==> config.mk <==
export PLATFORM = sky130hd
export DESIGN_NAME = intel_hex_record_parser_core
export DESIGN_NICKNAME = d
export VERILOG_FILES = /design/src/hw/rtl/ihex_pkg.sv /design/src/hw/rtl/ihex_ram.sv /design/src/hw/rtl/ihex_dpath.sv /design/src/hw/rtl/ihex_ctrl.sv /design/src/hw/rtl/intel_hex_record_parser_core.sv
export SDC_FILE = /design/constraint.sdc
export NUM_CORES = 1
export LEC_CHECK = 0
export ABC_CLOCK_PERIOD_IN_PS = 5300
export BUFFER_PORTS_ARGS = -buffer_cell sky130_fd_sc_hd__buf_2
export CORE_MARGIN = 4
export CORE_UTILIZATION = 30
export CTS_CLUSTER_SIZE = 10
export DETAILED_ROUTE_END_ITERATION = 8
export PLACE_DENSITY_LB_ADDON = 0.2
export RECOVER_POWER = 100
export SLEW_MARGIN = 20
export SYNTH_ARGS = -nofsm -noshare
export SYNTH_HDL_FRONTEND = slang
export SYNTH_SLANG_ARGS = --single-unit
==> constraint.sdc <==
create_clock -name clk -period 5.3 [get_ports clk]
set_clock_uncertainty 0.15 [all_clocks]
set_input_delay 1.06 -clock clk [delete_from_list [all_inputs] [get_ports clk]]
set_output_delay 1.06 -clock clk [all_outputs]
set_load 0.05 [all_outputs]
==> src/hw/rtl/ihex_pkg.sv <==
package ihex_pkg;

    // result kinds
    localparam logic [1:0] KIND_DATA  = 2'd0;
    localparam logic [1:0] KIND_ENTRY = 2'd1;
    localparam logic [1:0] KIND_DONE  = 2'd2;
    localparam logic [1:0] KIND_ERROR = 2'd3;

    // status codes
    localparam logic [3:0] STAT_OK         = 4'd0;
    localparam logic [3:0] STAT_NOT_RECORD = 4'd1;
    localparam logic [3:0] STAT_BAD_HEX    = 4'd2;
    localparam logic [3:0] STAT_LENGTH     = 4'd3;
    localparam logic [3:0] STAT_CHECKSUM   = 4'd4;
    localparam logic [3:0] STAT_RANGE      = 4'd5;
    localparam logic [3:0] STAT_TYPE       = 4'd6;
    localparam logic [3:0] STAT_NO_DATA    = 4'd7;
    localparam logic [3:0] STAT_TOO_LONG   = 4'd8;
    localparam logic [3:0] STAT_TOO_SHORT  = 4'd9;

    // record types
    localparam logic [7:0] REC_DATA      = 8'h00;
    localparam logic [7:0] REC_EOF       = 8'h01;
    localparam logic [7:0] REC_SEG       = 8'h02;
    localparam logic [7:0] REC_START_SEG = 8'h03;
    localparam logic [7:0] REC_LIN       = 8'h04;
    localparam logic [7:0] REC_START_LIN = 8'h05;

    // characters
    localparam logic [7:0] CH_COLON = 8'h3A;
    localparam logic [7:0] CH_NL    = 8'h0A;
    localparam logic [7:0] CH_CR    = 8'h0D;
    localparam logic [7:0] CH_SP    = 8'h20;
    localparam logic [7:0] CH_TAB   = 8'h09;

    localparam logic [8:0]  MIN_LINE   = 9'd11;
    localparam logic [8:0]  LEN_MAX    = 9'd511;
    localparam logic [32:0] ADDR_LIMIT = 33'h10000;

    typedef struct packed {
        logic       take_char;
        logic       clear_line;
        logic       reset_all;
        logic       set_failed;
        logic       set_seg;
        logic       set_seen;
        logic       cap_base;
        logic       idx_clear;
        logic       idx_inc;
        logic       out_load;
        logic [1:0] out_kind;
        logic [3:0] out_status;
        logic       out_last;
    } dp_cmd_t;

    typedef struct packed {
        logic       line_empty;
        logic       failed;
        logic       seen_data;
        logic       out_free;
        logic       count_zero;
        logic       idx_last;
        logic [3:0] chk_status;
        logic [7:0] rec_type;
    } dp_stat_t;

endpackage

==> src/hw/rtl/ihex_ram.sv <==
module ihex_ram #(
    parameter int WIDTH = 8,
    parameter int DEPTH = 37
) (
    input  logic                     clk,
    input  logic                     we,
    input  logic [$clog2(DEPTH)-1:0] waddr,
    input  logic [WIDTH-1:0]         wdata,
    input  logic [$clog2(DEPTH)-1:0] raddr,
    output logic [WIDTH-1:0]         rdata
);

    logic [WIDTH-1:0] mem [DEPTH];
    logic [WIDTH-1:0] rdata_reg;

    always_ff @(posedge clk)
    begin
        if (we)
        begin
            mem[waddr] <= wdata;
        end
        rdata_reg <= mem[raddr];
    end

    assign rdata = rdata_reg;

endmodule

==> src/hw/rtl/ihex_dpath.sv <==
module ihex_dpath import ihex_pkg::*; #(
    parameter int MAX_DATA = 32
) (
    input  logic        clk,
    input  logic        rst_n,
    input  logic [7:0]  char_code,
    input  dp_cmd_t     cmd,
    output dp_stat_t    stat,
    output logic        m_tvalid,
    input  logic        m_tready,
    output logic [31:0] m_tdata,
    output logic [1:0]  m_tuser,
    output logic        m_tlast
);

    localparam int DEPTH = MAX_DATA + 5;
    localparam int AW    = $clog2(DEPTH);
    localparam int BW    = $clog2(DEPTH + 1);

    // line state
    logic [8:0]    len_reg, len_next;
    logic          phase_reg, phase_next;
    logic [3:0]    held_reg, held_next;
    logic [BW-1:0] bidx_reg, bidx_next;
    logic [7:0]    sum_reg, sum_next;
    logic          colon_reg, colon_next;
    logic          bad_reg, bad_next;
    logic          over_reg, over_next;
    logic [31:0]   seg_reg, seg_next;
    logic          seen_reg, seen_next;
    logic          failed_reg, failed_next;
    logic          valid_reg, valid_next;

    // header and tail bytes kept beside the store
    logic [7:0]    count_reg, offh_reg, offl_reg, type_reg, d0_reg, d1_reg;
    logic [7:0]    lb1_reg, lb2_reg, lb3_reg;
    logic [15:0]   base_reg;
    logic [BW-1:0] idx_reg;

    // output payload
    logic [1:0]    kind_reg;
    logic [15:0]   addr_reg;
    logic [7:0]    data_reg;
    logic [3:0]    status_reg;
    logic          last_reg;

    logic [3:0]    nib;
    logic          nib_bad;
    logic [7:0]    new_byte;
    logic          byte_done;
    logic          byte_store;
    logic [7:0]    ram_rdata;
    logic [32:0]   range_sum;
    logic [3:0]    chk;

    always_comb
    begin
        nib     = 4'd0;
        nib_bad = 1'b0;
        if (char_code >= 8'h30 && char_code <= 8'h39)
        begin
            nib = char_code[3:0];
        end
        else if ((char_code >= 8'h41 && char_code <= 8'h46) ||
                 (char_code >= 8'h61 && char_code <= 8'h66))
        begin
            nib = char_code[3:0] + 4'd9;
        end
        else
        begin
            nib_bad = 1'b1;
        end
    end

    assign new_byte   = {held_reg, nib};
    assign byte_done  = cmd.take_char && (len_reg != 9'd0) && phase_reg;
    assign byte_store = byte_done && (bidx_reg < BW'(DEPTH));

    ihex_ram #(
        .WIDTH (8),
        .DEPTH (DEPTH)
    ) u_store (
        .clk   (clk),
        .we    (byte_store),
        .waddr (bidx_reg[AW-1:0]),
        .wdata (new_byte),
        .raddr (AW'(idx_reg + BW'(4))),
        .rdata (ram_rdata)
    );

    always_comb
    begin
        len_next    = len_reg;
        phase_next  = phase_reg;
        held_next   = held_reg;
        bidx_next   = bidx_reg;
        sum_next    = sum_reg;
        colon_next  = colon_reg;
        bad_next    = bad_reg;
        over_next   = over_reg;
        seg_next    = seg_reg;
        seen_next   = seen_reg;
        failed_next = failed_reg;
        if (cmd.reset_all || cmd.clear_line)
        begin
            len_next   = 9'd0;
            phase_next = 1'b0;
            held_next  = 4'd0;
            bidx_next  = '0;
            sum_next   = 8'd0;
            colon_next = 1'b0;
            bad_next   = 1'b0;
            over_next  = 1'b0;
        end
        if (cmd.reset_all)
        begin
            seg_next    = 32'd0;
            seen_next   = 1'b0;
            failed_next = 1'b0;
        end
        else
        begin
            if (cmd.take_char)
            begin
                len_next = (len_reg == LEN_MAX) ? len_reg : len_reg + 9'd1;
                if (len_reg == 9'd0)
                begin
                    // first character only marks the record start
                    colon_next = (char_code == CH_COLON);
                end
                else
                begin
                    if (nib_bad)
                    begin
                        bad_next = 1'b1;
                    end
                    if (!phase_reg)
                    begin
                        phase_next = 1'b1;
                        held_next  = nib;
                    end
                    else
                    begin
                        phase_next = 1'b0;
                        sum_next   = sum_reg + new_byte;
                        if (bidx_reg < BW'(DEPTH))
                        begin
                            bidx_next = bidx_reg + BW'(1);
                        end
                        else
                        begin
                            over_next = 1'b1;
                        end
                    end
                end
            end
            if (cmd.set_seg)
            begin
                seg_next = (type_reg == REC_SEG) ? {12'd0, d0_reg, d1_reg, 4'd0}
                                                 : {d0_reg, d1_reg, 16'd0};
            end
            if (cmd.set_seen)
            begin
                seen_next = 1'b1;
            end
            if (cmd.set_failed)
            begin
                failed_next = 1'b1;
            end
        end
        if (cmd.out_load)
        begin
            valid_next = 1'b1;
        end
        else if (m_tready)
        begin
            valid_next = 1'b0;
        end
        else
        begin
            valid_next = valid_reg;
        end
    end

    always_ff @(posedge clk or negedge rst_n)
    begin
        if (!rst_n)
        begin
            len_reg    <= 9'd0;
            phase_reg  <= 1'b0;
            held_reg   <= 4'd0;
            bidx_reg   <= '0;
            sum_reg    <= 8'd0;
            colon_reg  <= 1'b0;
            bad_reg    <= 1'b0;
            over_reg   <= 1'b0;
            seg_reg    <= 32'd0;
            seen_reg   <= 1'b0;
            failed_reg <= 1'b0;
            valid_reg  <= 1'b0;
        end
        else
        begin
            len_reg    <= len_next;
            phase_reg  <= phase_next;
            held_reg   <= held_next;
            bidx_reg   <= bidx_next;
            sum_reg    <= sum_next;
            colon_reg  <= colon_next;
            bad_reg    <= bad_next;
            over_reg   <= over_next;
            seg_reg    <= seg_next;
            seen_reg   <= seen_next;
            failed_reg <= failed_next;
            valid_reg  <= valid_next;
        end
    end

    // payload registers
    always_ff @(posedge clk)
    begin
        if (byte_store)
        begin
            unique case (bidx_reg)
                BW'(0):  count_reg <= new_byte;
                BW'(1):  offh_reg  <= new_byte;
                BW'(2):  offl_reg  <= new_byte;
                BW'(3):  type_reg  <= new_byte;
                BW'(4):  d0_reg    <= new_byte;
                BW'(5):  d1_reg    <= new_byte;
                default: ;
            endcase
        end
        if (byte_done)
        begin
            lb1_reg <= new_byte;
            lb2_reg <= lb1_reg;
            lb3_reg <= lb2_reg;
        end
        if (cmd.cap_base)
        begin
            base_reg <= seg_reg[15:0] + {offh_reg, offl_reg};
        end
        if (cmd.idx_clear)
        begin
            idx_reg <= '0;
        end
        else if (cmd.idx_inc)
        begin
            idx_reg <= idx_reg + BW'(1);
        end
        if (cmd.out_load)
        begin
            kind_reg   <= cmd.out_kind;
            status_reg <= cmd.out_status;
            last_reg   <= cmd.out_last;
            if (cmd.out_kind == KIND_DATA)
            begin
                addr_reg <= base_reg + 16'(idx_reg);
                data_reg <= ram_rdata;
            end
            else if (cmd.out_kind == KIND_ENTRY)
            begin
                addr_reg <= {lb3_reg, lb2_reg};
                data_reg <= 8'd0;
            end
            else
            begin
                addr_reg <= 16'd0;
                data_reg <= 8'd0;
            end
        end
    end

    // record checks in priority order
    assign range_sum = {1'b0, seg_reg} + 33'({offh_reg, offl_reg}) + 33'(count_reg);

    always_comb
    begin
        priority if (!colon_reg || len_reg < MIN_LINE)
            chk = STAT_NOT_RECORD;
        else if (bad_reg || phase_reg)
            chk = STAT_BAD_HEX;
        else if (over_reg)
            chk = (9'(count_reg) > 9'(MAX_DATA)) ? STAT_TOO_LONG : STAT_LENGTH;
        else if (9'(bidx_reg) != 9'(count_reg) + 9'd5)
            chk = STAT_LENGTH;
        else if (sum_reg != 8'd0)
            chk = STAT_CHECKSUM;
        else if (type_reg >= REC_SEG && type_reg <= REC_START_LIN && count_reg < 8'd2)
            chk = STAT_TOO_SHORT;
        else if (type_reg == REC_DATA && range_sum > ADDR_LIMIT)
            chk = STAT_RANGE;
        else if (type_reg > REC_START_LIN)
            chk = STAT_TYPE;
        else
            chk = STAT_OK;
    end

    assign stat.line_empty = (len_reg == 9'd0);
    assign stat.failed     = failed_reg;
    assign stat.seen_data  = seen_reg;
    assign stat.out_free   = !valid_reg || m_tready;
    assign stat.count_zero = (count_reg == 8'd0);
    assign stat.idx_last   = (9'(idx_reg) + 9'd1 == 9'(count_reg));
    assign stat.chk_status = chk;
    assign stat.rec_type   = type_reg;

    assign m_tvalid = valid_reg;
    assign m_tdata  = {4'd0, status_reg, data_reg, addr_reg};
    assign m_tuser  = kind_reg;
    assign m_tlast  = last_reg;

endmodule

==> src/hw/rtl/ihex_ctrl.sv <==
module ihex_ctrl import ihex_pkg::*; (
    input  logic       clk,
    input  logic       rst_n,
    input  logic       s_tvalid,
    output logic       s_tready,
    input  logic [7:0] char_code,
    input  logic       end_of_file,
    input  dp_stat_t   stat,
    output dp_cmd_t    cmd
);

    localparam logic [2:0] ST_IDLE  = 3'd0;
    localparam logic [2:0] ST_CHECK = 3'd1;
    localparam logic [2:0] ST_RD    = 3'd2;
    localparam logic [2:0] ST_EMIT  = 3'd3;
    localparam logic [2:0] ST_ERR   = 3'd4;
    localparam logic [2:0] ST_ENTRY = 3'd5;
    localparam logic [2:0] ST_FINAL = 3'd6;

    logic [2:0] state_reg, state_next;
    logic       eof_reg, eof_next;
    logic       accept;
    logic       is_space;

    assign s_tready = (state_reg == ST_IDLE);
    assign accept   = s_tvalid && s_tready;
    assign is_space = (char_code == CH_CR) || (char_code == CH_SP) || (char_code == CH_TAB);

    always_comb
    begin
        state_next = state_reg;
        eof_next   = eof_reg;
        cmd        = '0;
        unique case (state_reg)
            ST_IDLE:
            begin
                if (accept)
                begin
                    eof_next = end_of_file;
                    if (end_of_file)
                    begin
                        if (stat.failed)
                            cmd.reset_all = 1'b1;
                        else if (stat.line_empty)
                            state_next = ST_FINAL;
                        else
                            state_next = ST_CHECK;
                    end
                    else if (!stat.failed)
                    begin
                        if (char_code == CH_NL)
                        begin
                            if (!stat.line_empty)
                                state_next = ST_CHECK;
                        end
                        else if (!is_space)
                        begin
                            cmd.take_char = 1'b1;
                        end
                    end
                end
            end
            ST_CHECK:
            begin
                if (stat.chk_status != STAT_OK)
                begin
                    state_next = ST_ERR;
                end
                else
                begin
                    // line done unless results follow
                    cmd.clear_line = !eof_reg;
                    state_next     = eof_reg ? ST_FINAL : ST_IDLE;
                    unique case (stat.rec_type)
                        REC_DATA:
                        begin
                            cmd.set_seen = 1'b1;
                            if (!stat.count_zero)
                            begin
                                cmd.clear_line = 1'b0;
                                cmd.cap_base   = 1'b1;
                                cmd.idx_clear  = 1'b1;
                                state_next     = ST_RD;
                            end
                        end
                        REC_SEG, REC_LIN:
                        begin
                            cmd.set_seg = 1'b1;
                        end
                        REC_START_SEG, REC_START_LIN:
                        begin
                            cmd.clear_line = 1'b0;
                            state_next     = ST_ENTRY;
                        end
                        default: ;
                    endcase
                end
            end
            ST_RD:
            begin
                state_next = ST_EMIT;
            end
            ST_EMIT:
            begin
                if (stat.out_free)
                begin
                    cmd.out_load = 1'b1;
                    cmd.out_kind = KIND_DATA;
                    cmd.out_last = stat.idx_last && !eof_reg;
                    cmd.idx_inc  = 1'b1;
                    if (stat.idx_last)
                    begin
                        cmd.clear_line = !eof_reg;
                        state_next     = eof_reg ? ST_FINAL : ST_IDLE;
                    end
                    else
                    begin
                        state_next = ST_RD;
                    end
                end
            end
            ST_ERR:
            begin
                if (stat.out_free)
                begin
                    cmd.out_load   = 1'b1;
                    cmd.out_kind   = KIND_ERROR;
                    cmd.out_status = stat.chk_status;
                    cmd.out_last   = 1'b1;
                    cmd.reset_all  = eof_reg;
                    cmd.set_failed = !eof_reg;
                    cmd.clear_line = !eof_reg;
                    state_next     = ST_IDLE;
                end
            end
            ST_ENTRY:
            begin
                if (stat.out_free)
                begin
                    cmd.out_load   = 1'b1;
                    cmd.out_kind   = KIND_ENTRY;
                    cmd.out_last   = !eof_reg;
                    cmd.clear_line = !eof_reg;
                    state_next     = eof_reg ? ST_FINAL : ST_IDLE;
                end
            end
            ST_FINAL:
            begin
                if (stat.out_free)
                begin
                    cmd.out_load   = 1'b1;
                    cmd.out_kind   = stat.seen_data ? KIND_DONE : KIND_ERROR;
                    cmd.out_status = stat.seen_data ? STAT_OK : STAT_NO_DATA;
                    cmd.out_last   = 1'b1;
                    cmd.reset_all  = 1'b1;
                    state_next     = ST_IDLE;
                end
            end
            default:
            begin
                state_next = ST_IDLE;
            end
        endcase
    end

    always_ff @(posedge clk or negedge rst_n)
    begin
        if (!rst_n)
        begin
            state_reg <= ST_IDLE;
            eof_reg   <= 1'b0;
        end
        else
        begin
            state_reg <= state_next;
            eof_reg   <= eof_next;
        end
    end

`ifndef SYNTH
    a_load_needs_room: assert property (@(posedge clk) disable iff (!rst_n)
        cmd.out_load |-> stat.out_free)
        else $error("result loaded while output register busy");

    a_emit_nonzero_count: assert property (@(posedge clk) disable iff (!rst_n)
        (state_reg == ST_EMIT) |-> !stat.count_zero)
        else $error("data emission with zero count");

    a_err_has_status: assert property (@(posedge clk) disable iff (!rst_n)
        (state_reg == ST_ERR) |-> (stat.chk_status != STAT_OK))
        else $error("error state without failing check");
`endif

endmodule

==> src/hw/rtl/intel_hex_record_parser_core.sv <==
// intel hex record parser: takes the file text one character per item on the
// s_ side (s_tlast marks end of file) and returns data bytes with addresses,
// entry addresses, a final load ok or a single error on the m_ side. closing
// a line runs a check step, then for each data byte of a type 00 record a
// registered read of the record store and a load of the output register, or
// a single output load for an entry, error or final result; every load waits
// while the output side stalls. the block takes no new item while a closed
// line is being worked off. after the first error all text is dropped until
// end of file, which then resets the block without a result.
module intel_hex_record_parser_core import ihex_pkg::*; #(
    parameter int MAX_DATA = 32
) (
    input  logic        clk,
    input  logic        rst_n,
    input  logic        s_tvalid,
    output logic        s_tready,
    input  logic [7:0]  s_tdata,    // char_code
    input  logic        s_tlast,    // end_of_file
    output logic        m_tvalid,
    input  logic        m_tready,
    output logic [31:0] m_tdata,    // load_address[15:0], data_byte[23:16], status[27:24], zero
    output logic [1:0]  m_tuser,    // result_kind
    output logic        m_tlast     // last_of_run
);

    dp_cmd_t  cmd;
    dp_stat_t stat;

    // sequencer: line close, record dispatch, result emission
    ihex_ctrl u_ctrl (
        .clk         (clk),
        .rst_n       (rst_n),
        .s_tvalid    (s_tvalid),
        .s_tready    (s_tready),
        .char_code   (s_tdata),
        .end_of_file (s_tlast),
        .stat        (stat),
        .cmd         (cmd)
    );

    // line assembly, record store, checks and output register
    ihex_dpath #(
        .MAX_DATA (MAX_DATA)
    ) u_dpath (
        .clk       (clk),
        .rst_n     (rst_n),
        .char_code (s_tdata),
        .cmd       (cmd),
        .stat      (stat),
        .m_tvalid  (m_tvalid),
        .m_tready  (m_tready),
        .m_tdata   (m_tdata),
        .m_tuser   (m_tuser),
        .m_tlast   (m_tlast)
    );

endmodule
==> results of run 1 <==
[logic make-up (layout without fill, tap and decap cells)]
family	count (synthesis)	in the layout	synth area share, %
and+or+nand+nor	452	452	9.95
muxes	127	127	10.3
buffers and inverters	144	283	2.48
xor gates and xnor gates	63	63	2.39
other	1	4	0.0163
adders and majority gates	77	77	4.62
AOI/OAI and AO/OA	282	282	7.83
DFF	495	495	62.4
[power breakdown]
part           switching [mW]  leakage (nW)  internal, mW  total [mW]
combinational            1.40          3.23         0.676        2.08
clock                    1.55         0.847          2.19        3.74
sequential              0.219          4.49          4.45        4.67
[how the worst max path moves through the flow]
stage	startpoint	end	slack (ps)	cells past startpoint
4_1_cts	u_dpath.count_reg[4]	u_dpath.held_reg[0]	60	14
3_5_place_dp	u_dpath.count_reg[1]	u_dpath.phase_reg	110	13
2_1_floorplan	s_tdata[1]	u_dpath.sum_reg[6]	110	17
6_report	u_dpath.count_reg[4]	u_dpath.base_reg[12]	330	14
3_3_place_gp	u_dpath.count_reg[4]	u_dpath.colon_reg	180	14
5_1_grt	u_dpath.count_reg[4]	u_dpath.base_reg[6]	20	14
[cell usage in the layout, fill, tap and decap left out, types with 9 or more instances in the layout]
cell	instances
edfxtp_1	415
clkbuf_1	129
nand2_1	113
nor2_1	109
mux4_2	88
a21oi_1	79
dfrtp_1	64
o21ai_0	63
ha_1	62
clkbuf_16	59
inv_1	58
xnor2_1	38
nand3_1	35
mux2i_1	30
and3_1	25
nor3_1	24
nor2b_1	23
xor2_1	23
o22ai_1	22
or3_1	19
a211oi_1	18
buf_4	18
a21o_1	16
nand4_1	16
nor4_1	14
fa_1	14
o21bai_1	13
dfxtp_1	12
nand2b_1	11
or4_1	11
a31oi_1	10
and2_1	10
nor3b_1	10
buf_2	9
[metal layers]
metal | track usage [%] | vias to the layer above | part of all wire [%]
met3 | 2.21 | 75 | 3.8
met4 | 3.63 | 0 | 2.2
met1 | 19.8 | 7147 | 45
li1 | - | 6458 | -
met2 | 24.8 | 335 | 49
met5 | 0 | - | 0
[cell type report]
type                            instances  area, um^2  share of cell area [%]
Sequential cell                       495       14400                    54.6
Timing Repair Buffer                  115         512                    1.94
Clock buffer                          102        1650                    6.25
Multi-Input combinational cell       1005        8160                    31.0
Tap cell                             1030        1290                    4.89
Inverter                               58         218                   0.826
Clock inverter                          8         131                   0.498
[repair_timing]
item	in CTS	in global routing
endpoints found under the setup margin	0	41
resized for setup	0	3
setup buffers	0	0
[per-stage QoR]
step | setup slack, ps | power (mW) | instances | hold WS (ps) | cell area, um^2
floorplan | 112 | 6.20 | 1644 | 250 | 23100
global placement | 180 | 6.91 | 2701 | 252 | 24800
detailed placement | 111 | 6.92 | 2701 | 255 | 24800
CTS | 59.4 | 10.7 | 2811 | 272 | 26600
global route | 16.3 | 11.0 | 2813 | 283 | 26400
finish | 333 | 10.5 | 2813 | 269 | 26400
[worst reg2reg max path, delay by kind of cell, from the launching register on]
family	cells	cell delay (ps)
AND/OR/NAND/NOR	6	1640
AO/OA/AOI/OAI	3	980
adder cells (fa/ha/maj)	2	920
buffers and inverters	3	500
flip-flops	1	440
==> summary.txt, run 1 <==
Finish
  – Finished Core Util: about a third
  – Max reg flops: 296
  – Ant diodes: 0
  – Fill cells: 7486
  – Final nets: 1822
  – Layout area overhead: 14.3%
  – Share of layout cells above drive strength 1: 11.9%

GRT
  – GR Overflow Total: 0
  – Gr usage total: 14.6%
  – Vias in the first global route: 14331
  – Initial antenna violation count: 0
  – First-pass GRT wire length: 91.1 mm
  – Largest net degree at the start of global routing: 60

Drt
  – Vias per std cell: about 5
  – Detailed Route WL: 60.2 mm
  – Vias: 14015
  – DR WL/cell: 21.4 um
  – Initial DRC Count: 1009
  – Post-route ant nets: 0
  – Post-route DRC: 0
  – Initial DRT Pass Iterations: 5

Die
  – Starting density of the core: 30.3%
  – Standard-cell rows: 101
  – Number of I/O pins: 50
  – Die area: 81400 um^2
  – Die H: 285 um
  – Die W: 285 um
  – Core ar.: 76100 um^2

CTS
  – Clock Tree Buf Depth: 3
  – Clk root buf: clkbuf_16
  – Clk_lat worst skew: 620 ps
  – TritonCTS Buffers: 58
  – CTS tree: built
  – H-Tree Depth: 2
  – Clock Pin Slew Worst Setup and Hold Paths: approximately 60 ps
  – CTS sink cnt: 495
  – Hold buffers post-CTS: 0

Logic synthesis
  – Prevailing post-synth register cell: edfxtp_1
  – Asr flop ratio synth: 13.3%
  – Post-synth EDFFs: 415
  – Synth warnings: 0
  – Distinct cell type count after synthesis: 78
  – Register area share after synthesis: 62.4%
  – Post-synth top area share: 54.0%
  – Synth area leaders: edfxtp_1 (54%), mux4_2 (8.6%), dfrtp_1 (7.2%)
  – Syn Inst Count: 1641
  – Count leader, synth: edfxtp_1
  – Netlist Area Pre-Place: ~23000 um^2
  – Synth area leader: edfxtp_1
  – Syn avg cell area: ~14 um^2
  – Commonest cells post-synth: edfxtp_1 (415), nand2_1 (113), nor2_1 (109)
  – Synthesis-stage register bit count: just under 500

Power
  – PwrDens: 398 nW/um^2
  – Static leakage: approximately 8.6 nW
  – Worst vdd ir: 0.239 mV

Worst setup path
  – Setup crit end kind: flip-flop
  – Buf/Inv on CP: 3
  – WS Path Type: flip-flop to flip-flop
  – Delay-heaviest family, CP: simple AND/OR/NAND/NOR gates
  – Reg-to-Reg End: u_dpath.base_reg[12]
  – Critical Path RT: 5430 ps
  – Slowest-stage cell, CP: or4_1
  – Crit path cell chain: inv_1 > fa_1 > inv_1 > ha_1 > nand3_1 > o211a_1 > or4_1 > and3_1 > a2111oi_0 > nand4_1 > nor2_1 > a21oi_1 > nor3_4 > buf_4
  – Crit start category: flip-flop
  – CP Data Arrival Time: between 5000 and 6000 ps
  – R2R cell count: 14
  – Max incr delay on CP: 590 ps
  – R2R Setup Slk: roughly 330 ps
  – Most common cell on crit path: inv_1
  – Crit-path max FO: 22
  – R2r startpoint: u_dpath.count_reg[4]

Timing
  – Final-report setup violation count: 0
  – TNS Setup: 0 ps
  – Slew headroom: -88.6%
  – Slew at the pin closest to its max-slew limit: ~2800 ps
  – Final Max Tran Viols: roughly 500
  – Fmax: 0.201 GHz
  – RSZ-0062 raised after global routing: no
  – Final Hold Violating Endpoints: 0
  – Period utilization: between 90% and 100%
  – Minimum clock period after layout: 4970 ps

Run status
  – Failing checks: capacitance limit, slew limit
  – Status: finished, violations left

Min path
  – Hold/Removal Path Class: flip-flop to flip-flop
  – Hold path endpoint: u_dpath.lb2_reg[1]
  – Hold path depth: 0
  – Min-delay src: u_dpath.lb1_reg[1]

Placement
  – Post-DP HPWL: 39.3 mm
  – Final GP Congestion: around 0.86
  – I/O Buffers: 45

Job
  – Max cap viols: 12
Note: power is estimated with default switching activity, not from simulation.
==> run 2: changes to the inputs <==
--- a/config.mk
+++ b/config.mk
@@ -5,10 +5,11 @@
 export SDC_FILE = /design/constraint.sdc
 export NUM_CORES = 1
 export LEC_CHECK = 0
+export ABC_AREA = 1
 export ABC_CLOCK_PERIOD_IN_PS = 5300
 export BUFFER_PORTS_ARGS = -buffer_cell sky130_fd_sc_hd__buf_2
 export CORE_MARGIN = 4
-export CORE_UTILIZATION = 30
+export CORE_UTILIZATION = 57
 export CTS_CLUSTER_SIZE = 10
 export DETAILED_ROUTE_END_ITERATION = 8
 export PLACE_DENSITY_LB_ADDON = 0.2
@@ -17,3 +18,4 @@
 export SYNTH_ARGS = -nofsm -noshare
 export SYNTH_HDL_FRONTEND = slang
 export SYNTH_SLANG_ARGS = --single-unit
+export TNS_END_PERCENT = 10
==> run 2 against run 1 <==
The run still ends with capacitance limit, slew limit left; flip-flop and latch count is the same; sequential power grew 4%; global-route usage grew 12 points; register-to-register slack gained 320 ps; first-iteration DRC count grew 69%.
==> summary.txt, run 2 <==
Run status
  – Status: finished, violations left
  – Failing checks: capacitance limit, slew limit

Worst setup path
  – Max incr delay on CP: 530 ps
  – Slowest-stage cell, CP: fa_1
  – Buf/Inv on CP: 5
  – CP Data Arrival Time: 4780 ps
  – Setup crit end kind: flip-flop
  – Most common cell on crit path: nand2_1
  – Delay-heaviest family, CP: simple AND/OR/NAND/NOR gates
  – WS Path Type: flip-flop to flip-flop
  – Crit start category: flip-flop
  – Critical Path RT: 5430 ps
  – Crit-path max FO: 22

Min path
  – Hold/Removal Path Class: flip-flop to flip-flop

Placement
  – Post-DP Area: 24700 um^2
  – Post-DP HPWL: 38.8 mm
  – DP Cell Count: roughly 2900
  – I/O Buffers: 45
  – Final GP Congestion: 0.918

Finish
  – Ant diodes: 0
  – Finished Core Util: 63.3%
  – Final instance area: about 26000 um^2
  – Max reg flops: around 300
  – Final nets: between 2000 and 3000
  – Layout area overhead: 9.41%
  – Final std cells w/o fill: 2987
  – Commonest non-fill, non-tap cells in the layout: nand2_1 (415), edfxtp_1 (415), nor2_1 (331)
  – Share of layout cells above drive strength 1: 4.93%

Logic synthesis
  – Synth area leader: edfxtp_1
  – Post-synth EDFFs: 415
  – Distinct cell type count after synthesis: 57
  – Commonest cells post-synth: edfxtp_1 (415), nand2_1 (415), nor2_1 (329)
  – Synth warnings: 0
  – Post-synthesis simple-gate area fraction: 17.5%
  – Largest family of logic cells by synthesized area: simple AND/OR/NAND/NOR gates
  – Prevailing post-synth register cell: edfxtp_1
  – Register area share after synthesis: about three fifths
  – XOR/XNOR share of the synthesized area: 1.59%
  – Synth area leaders: edfxtp_1 (52%), dfrtp_1 (7.0%), nand2_1 (6.6%)
  – Syn Inst Count: 2359
  – Multiplexer area fraction after synthesis: 0%
  – Syn avg cell area: 10.1 um^2
  – Synthesis-stage register bit count: 495
  – Post-synth top area share: 52.5%
  – Synth Area in Compound Gates: 10.3%
  – Asr flop ratio synth: between 10% and 20%
  – Adder-Cell Fraction of Synth Area: 4.45%
  – Netlist Area Pre-Place: between 20000 and 25000 um^2

Die
  – Die area: 45000 um^2
  – Die H: 212 um
  – Starting density of the core: 57.9%
  – Number of I/O pins: 50
  – Die W: approximately 210 um
  – Core ar.: 41000 um^2
  – Standard-cell rows: 74

Power
  – PwrDens: 465 nW/um^2
  – Worst vdd ir: between 0.4 and 0.5 mV
  – Total Power: 12.1 mW
  – Static leakage: approximately 9.7 nW

GRT
  – Initial antenna violation count: 3
  – GR Overflow Total: 0
  – Gr usage total: 26.3%
  – First-pass GRT wire length: 92.7 mm
  – Vias in the first global route: 16784
  – Largest net degree at the start of global routing: 80

CTS
  – Clk_lat worst skew: 600 ps
  – Resized Gates After CTS: 0
  – H-Tree Depth: 2
  – Clk root buf: clkbuf_16
  – Post-CTS Setup Inserts: 0
  – CTS sink cnt: 495
  – Clock Tree Buf Depth: 3
  – TritonCTS Buffers: 55
  – Clock Pin Slew Worst Setup and Hold Paths: 50 ps
  – CTS tree: built
  – Hold buffers post-CTS: 0

Drt
  – Post-route DRC: 0
  – Initial DRC Count: 1708
  – Vias per std cell: slightly below 6
  – Vias: ~17000
  – DR WL/cell: 19.7 um
  – Detailed Route WL: just under 60 mm
  – Post-route ant nets: 0
  – Initial DRT Pass Iterations: 5

Timing
  – Final-report setup violation count: 0
  – RSZ-0062 raised after global routing: no
  – Slew headroom: -90.6%
  – Fmax: between 0.2 and 0.25 GHz
  – Period utilization: slightly below 90%
  – Final Hold Violating Endpoints: 0
  – Final Max Tran Viols: around 410
  – Slew at the pin closest to its max-slew limit: approximately 2800 ps
  – TNS Setup: 0 ps
  – Minimum clock period after layout: 4650 ps

Job
  – Max cap viols: 10
-- run 2: cell types whose count changed after synthesis, sizes merged, moves of 24 or more --
cell   change
inv      +185
mux2i     -30
mux4      -88
nand4     +24
nor2     +228
nand3     +66
nand2    +310
o22ai     +56
o21ai    +166
and3      -25
-- run 2: power breakdown --
part	leakage (nW)	internal [mW]	total [mW]	switching (mW)
registers	4.30	4.55	4.86	0.306
clock network	0.744	1.93	3.37	1.44
logic	4.63	0.989	3.85	2.86
total	9.67	7.47	12.1	4.61
-- run 2: path summary, 6_finish.rpt --
check,from,endpoint,slack (ps),cells past startpoint
setup / recovery,u_dpath.count_reg[4],u_dpath.base_reg[8],650,27
hold / removal,u_dpath.lb1_reg[6],u_dpath.lb2_reg[6],260,0
setup reg to reg,u_dpath.count_reg[4],u_dpath.base_reg[8],650,27
hold reg to reg,u_dpath.lb1_reg[6],u_dpath.lb2_reg[6],260,0
max in group asynchronous,rst_n,u_dpath.len_reg[7],1440,2
min in group asynchronous,rst_n,u_dpath.seg_reg[21],800,1
-- run 2: stage by stage --
stage	worst slack [ps]	hold slack [ps]
floorplan	90.2	250
global placement	759	250
detailed placement	712	255
CTS	706	265
global route	205	273
finish	652	264
-- run 2: logic make-up (layout without fill, tap and decap cells) --
family	Yosys count	in the layout
flops	495	495
fa+ha+maj	76	76
buf+inv	333	426
compound gates	430	430
xor+xnor	43	43
other cells	1	4
simple gates	981	981
-- run 2: area by class of cell --
type	instances	area, um^2
fill	3313	15000
multi-input combinational	1534	8020
clock inverter	2	60.1
timing repair buffer	90	399
clock buffer	87	1510
tap	532	666
inverter	247	928
sequential	495	14400
-- run 2: worst reg2reg max path, cell delays in order (launching register included) --
cell and delay (ps):
edfxtp_1 400, inv_1 130, fa_1 530, inv_1 50, ha_1 420, nand2_1 90, nand2_1 80, inv_1 50
nand2_1 100, nand2_1 90, nand2_1 150, nand2_1 120, nand3_1 120, nand2_1 70, nand2_1 70, nand3_1 100
nor2_1 100, nand2_1 80, o21bai_1 220, nand2_1 70, nand2_1 70, nand2_1 50, nor2_1 130, nand3_1 160
inv_1 140, nand3_1 150, nor2_2 140, buf_4 290
-- run 2: routing by layer --
| layer | track usage [%] | share of wire [%] |
|---|---|---|
| met2 | 42.1 | 47 |
| met4 | 8.36 | 2.9 |
| met3 | 5.03 | 7.6 |
| met1 | 36.8 | 42 |
| met5 | 0 | 0.042 |
